`src/rtl/core/osil_pkg.sv`:
```
package osil_pkg;

  localparam int CAPACITY = 64;
  localparam int KEY_BITS = 31;
  localparam int CNT_W    = $clog2(CAPACITY + 1);
  localparam int GROUP    = 8;
  localparam int NGROUP   = (CAPACITY + GROUP - 1) / GROUP;

  typedef logic [KEY_BITS-1:0] key_t;
  typedef logic [CNT_W-1:0]    count_t;

  typedef enum logic [1:0] {
    ST_INSERTED  = 2'd0,
    ST_DUPLICATE = 2'd1,
    ST_FULL      = 2'd2,
    ST_ANSWERED  = 2'd3
  } status_t;

  typedef enum logic {
    MODE_INSERT = 1'b0,
    MODE_QUERY  = 1'b1
  } mode_t;

  typedef enum logic [1:0] {
    S_IDLE,
    S_CMP,
    S_RED1,
    S_RED2
  } state_t;

  typedef struct packed {
    logic cmp;
    logic shift;
    key_t probe;
  } osil_ctl_t;

endpackage

```
`src/rtl/core/osil_cell.sv`:
```
module osil_cell (
  input  logic               clk,
  input  osil_pkg::osil_ctl_t ctl,
  input  logic               vld,
  input  osil_pkg::key_t     prev_key,
  input  logic               prev_a,
  output osil_pkg::key_t     key_r,
  output logic               ge_r,
  output logic               a_r,
  output logic               eq_r
);
  import osil_pkg::*;

  key_t key_nxt;
  logic ge_nxt;
  logic a_nxt;
  logic eq_nxt;

  always_comb begin
    ge_nxt  = ge_r;
    a_nxt   = a_r;
    eq_nxt  = eq_r;
    key_nxt = key_r;
    if (ctl.cmp) begin
      ge_nxt = vld && (key_r >= ctl.probe);
      a_nxt  = !vld || (key_r >= ctl.probe);
      eq_nxt = vld && (key_r == ctl.probe);
    end
    if (ctl.shift) begin
      if (prev_a) begin
        key_nxt = prev_key;
      end else if (a_r) begin
        key_nxt = ctl.probe;
      end
    end
  end

  always_ff @(posedge clk) begin
    ge_r  <= ge_nxt;
    a_r   <= a_nxt;
    eq_r  <= eq_nxt;
    key_r <= key_nxt;
  end

endmodule

```
`config.mk`:
```
export PLATFORM = sky130hd
export DESIGN_NAME = osil_cell
export DESIGN_NICKNAME = d
export VERILOG_FILES = /design/src/rtl/core/osil_pkg.sv /design/src/rtl/core/osil_cell.sv
export SDC_FILE = /design/constraint.sdc
export NUM_CORES = 1
export LEC_CHECK = 0
export BUFFER_PORTS_ARGS = -buffer_cell sky130_fd_sc_hd__buf_4
export CAP_MARGIN = 20
export CORE_MARGIN = 2
export CORE_UTILIZATION = 47
export CTS_CLUSTER_DIAMETER = 50
export DETAILED_ROUTE_END_ITERATION = 8
export PLACE_DENSITY = 0.8
export SKIP_LAST_GASP = 1
export SYNTH_ARGS = -nofsm -noshare
export SYNTH_HDL_FRONTEND = slang
export SYNTH_SLANG_ARGS = --single-unit
```
`constraint.sdc`:
```
create_clock -name clk -period 2.6 [get_ports clk]
set_input_delay 0.52 -clock clk [delete_from_list [all_inputs] [get_ports clk]]
set_output_delay 0.52 -clock clk [all_outputs]
set_load 0.02 [all_outputs]
```
==> After elaboration in Yosys (flattened, before gate mapping) <==
Cells that the tools add are included.
{ "totals": {"reg_bits": 34, "output_inout_bits": 34, "inputBits": 67} }
{ "op_classes": {"reduce_logical": 6, "mux": 2, "magnitude_cmp": 1, "eq_ne": 1} }
{ "ops": {"columns": ["cell", "count"], "rows": [
  ["$mux 31", 2],
  ["$eq 31x31->1", 1],
  ["$ge 31x31->1", 1],
  ["$logic_and 1x1->1", 2],
  ["$reduce_and 2->1", 1],
  ["$reduce_bool 2->1", 1],
  ["$logic_not 1->1", 1],
  ["$logic_or 1x1->1", 1]
]} }

==> Logic depth before layout (Yosys ltp) <==
{ "logic_depth": {"word_depth": 2, "mapped_depth": 7, "ltp_nobuf": 7} }

==> Worst setup path after synthesis <==
No wires, ideal clock.
{ "synth_path": {"path_kind": "input to register", "start": "in ctl[21] (netlist bit)", "end": "reg a_r, data pin", "required_time_ns": 2.326, "setup_ns": 0.274, "cell_stages": 7, "arrival_ns": 1.809, "path_slack_ns": 0.518, "cell_sequence": "inv_1 > ha_1 > and4_1 > and4bb_4 > a311o_1 > a211oi_2 > nand3_1"} }
{ "synth_between": {"elab_chain_len": 2} }
{ "synth_rtl": {"columns": ["item", "line_no", "text"], "rows": [
  ["from (decl)", "osil_cell.sv:3", "input osil_pkg::osil_ctl_t ctl,"],
  ["$ge 31x31->1", "osil_cell.sv:26", "a_nxt = !vld || (key_r >= ctl.probe);"],
  ["$logic_or 1x1->1", "osil_cell.sv:26", null],
  ["to (signal assigned)", "osil_cell.sv:40", "a_r <= a_nxt;"],
  ["to (decl)", "osil_cell.sv:9", "output logic a_r,"]
]} }
No other way between the ends.
A chain may end at the register's enable or synchronous reset.

==> Worst setup path after layout <==
{ "layout_path": {"start": "reg key_r[21]", "end": "reg a_r, data pin"} }
{ "layout_between": {"elab_chain_len": 2} }
{ "layout_rtl": {"columns": ["item", "line_no", "text"], "rows": [
  ["from (decl)", "osil_cell.sv:7", "output osil_pkg::key_t key_r,"],
  ["from (signal assigned)", "osil_cell.sv:42", "key_r <= key_nxt;"],
  ["$ge 31x31->1", "osil_cell.sv:26", null],
  ["$logic_or 1x1->1", "osil_cell.sv:26", null]
]} }
No other way between the ends.

==> results by group <==
Run status
  • Status: finished, final reports clean

Synthesis
  • Post-Syn Nets: around 310
  • Syn Area/Cell: between 10 and 15 um^2
  • Flops & latches, synth: 34
  • Main flop type after synthesis: edfxtp_1
  • Syn Inst Count: 214
  • Synth warn: 0
  • Mapped Area: approximately 2100 um^2
  • Seq/Total Area, Yosys: a little under half
  • Post-synth EDFFs: 34
  • Netlist cell types: 26
  • Share of async-settable or async-resettable flops after synthesis: 0%

Worst setup path
  • Crit Path Max Fanout: 3
  • Cell family with most CP delay: simple AND/OR/NAND/NOR gates
  • WP depth: 6
  • Worst-path cell chain: ha_1 > and4_1 > and4bb_4 > a311o_1 > a211oi_2 > nand3_1
  • Setup crit start kind: flip-flop
  • Crit path DAT: approximately 2 ns
  • Crit path max-delay cell type: edfxtp_1
  • Crit path buf inv count: 0
  • CP peak stage delay: 0.40 ns
  • Worst EP required: about 2.6 ns
  • Crit path capture type: flip-flop
  • Worst r2r path cells: 6
  • Critical path type: flip-flop to flip-flop

Timing
  • Clock Skew: around 0.0042 ns
  • Worst Tran Pin Value: 0.414 ns
  • Max Clk Rate: 492 MHz
  • # setup viols final: 0
  • Rel. slew slack: just over 70%
  • Final Hold Vio Count: 0
  • TNS Setup: 0 ns
  • Fin. max-slew vios: 0
  • Fin crit period: ~2.0 ns
  • Unrepaired setup endpoints after global routing: false
  • Final period utilization: between 70 and 80%

Routing
  • Routed Antenna Nets: 0
  • Via/cell ratio: approximately 5.0
  • Vias: roughly 1900
  • Drt wl/cell: 13.2 um
  • Iter 0 DRT Violations: 75
  • TritonRoute pass-1 iters: 4
  • Final WL: roughly 4900 um
  • DRC: 0

Pwr
  • Switching share of power: 27.5%
  • Clk pwr share: between 20% and 30%
  • Comb pwr share: 25.6%
  • Net Sw Power: about 390 uW
  • PwrDens: approximately 460 nW/um^2
  • Seq pwr share: 48.2%
  • Leakage: roughly 0.0015 uW
  • IR drop worst, VDD: 0.000273 V
  • Internal power: around 1000 uW
  • Tot Pwr: 1400 uW

CTS
  • TritonCTS clock tree: done
  • # resized after CTS: 0
  • Clock-pin slew on the worst setup and hold paths: ~0.070 ns
  • Post-CTS setup buffers: 0
  • CTS Hold Bufs: 0
  • Sink Count: 34
  • H-tree levels: 2
  • CTS root buffer: clkbuf_8
  • Max Buffers Root-to-Sink: 2
  • CTS buffer count: 5
  • Clk_lat worst skew: around 0.28 ns

Finish
  • Most frequent cells in the layout: buf_4, edfxtp_1, nand2_1
  • Sequential Area: a little over 1000 um^2
  • N_diodes: 0
  • Fill cells: approximately 360
  • Area Overhead vs Synth: 41.4%
  • Share of cells above drive strength 1: a little over a third
  • Final layout net count: 414
  • Area occupied by multi-input gates: roughly 1000 um^2
  • Commonest non-fill, non-tap cell in the layout: buf_4
  • Cell area after layout: 3030 um^2

GRT
  • Pin count of the biggest net entering global routing: 38
  • Vias in the first global route: approximately 1800
  • Initial antenna violation count: 0
  • GRT Resource Usage Total: 20.0%
  • Total gr overflow: 0
  • First-pass GRT wire length: ~8000 um

Floorplan
  • I/O pins: between 100 and 150
  • Initial core utilization: 48.9%
  • Die H: between 70 and 80 um
  • Die Area: just over 5000 um^2
  • FP Rows: 24
  • Placeable Area: about 4400 um^2
  • Die width: 71.5 um

Place
  • Placed cell area: between 2000 and 3000 um^2
  • Buffers on Ports: 100
  • Final RePlAce weighted congestion: approximately 0.74
  • DPL Wire Length: between 3000 and 4000 um

Flow run
  • # Max-Cap Violations: 0

Worst hold path
  • Hold depth: 1
  • Hold Path Class: input port to flip-flop
-- sequential cells by signal (all words and copies together), names as in the netlist --
name / flops
key_r: 31
a_r: 1
eq_r: 1
ge_r: 1
-- area by class of cell --
| class | instances | share of cell area, % |
|---|---|---|
| clock buffer | 6 | 2.40 |
| inverter | 31 | 3.84 |
| sequential | 34 | 33.7 |
| tap | 52 | 2.15 |
| clock inverter | 2 | 0.289 |
| timing repair buffer | 102 | 25.3 |
| multi-input combinational | 142 | 32.3 |
-- cells by family (layout without fill, tap and decap cells) --
| kind of cell | count (synthesis) | in the layout | synth area share, % |
|---|---|---|---|
| and+or+nand+nor | 55 | 55 | 12.3 |
| adders and majority gates | 31 | 31 | 18.1 |
| buffers and inverters | 38 | 141 | 6.66 |
| DFF | 34 | 34 | 47.7 |
| muxes | 1 | 1 | 0.526 |
| AOI/OAI and AO/OA | 55 | 55 | 14.8 |
-- cell usage after synthesis (all sizes together) (2+ instances only) --
master	count	area share [%]
a21oi	12	2.8
edfxtp	34	48
o21ai	32	7.5
a211oi	2	0.93
a21o	2	0.70
nand3	7	1.6
nand4	5	1.5
ha	31	18
inv	31	5.4
and4	3	1.3
a21boi	2	0.70
clkbuf	7	1.2
nand2	33	5.8
nor2	4	0.70
-- path summary, 6_finish.rpt --
path,start,to,slack [ns]
setup reg to reg,key_r[21]$_DFFE_PP_,a_r$_DFFE_PP_,0.57
hold / removal,ctl[32],eq_r$_DFFE_PP_,0.46
setup / recovery,key_r[21]$_DFFE_PP_,a_r$_DFFE_PP_,0.57
hold reg to reg,key_r[14]$_DFFE_PP_,a_r$_DFFE_PP_,0.78
-- per-stage QoR --
step	utilization, %	hold WS [ns]	setup WS [ns]	cells
after floorplan	-	0.632	0.518	214
after global placement	67.2	0.745	0.378	361
after detailed placement	67.2	0.750	0.345	361
after CTS	69.1	0.451	0.567	369
after global routing	69.1	0.452	0.443	369
final	69.1	0.459	0.568	369
-- routing by layer --
layer  GRT usage (%)  vias up  wire (um)
li1                -      965          -
met3            3.94        5        324
met5               0        -          0
met4            5.66        0         42
met1            25.1      826       2060
met2            35.1       62       2450
-- power by group through the flow --
stage               clock network (uW)  registers [uW]  logic, uW
finish                             368             675        358
global route                       402             679        401
CTS                                381             675        363
detailed placement                   0             687        361
global placement                     0             685        352
floorplan                            0             731        142
-- worst reg2reg max path, delay by kind of cell, from the launching register on --
family | cells | cell delay [ns]
adder cells (fa/ha/maj) | 1 | 0.33
AND/OR/NAND/NOR | 3 | 0.53
flip-flops | 1 | 0.40
AO/OA/AOI/OAI | 2 | 0.51
Power figures use the tool's default switching activity.
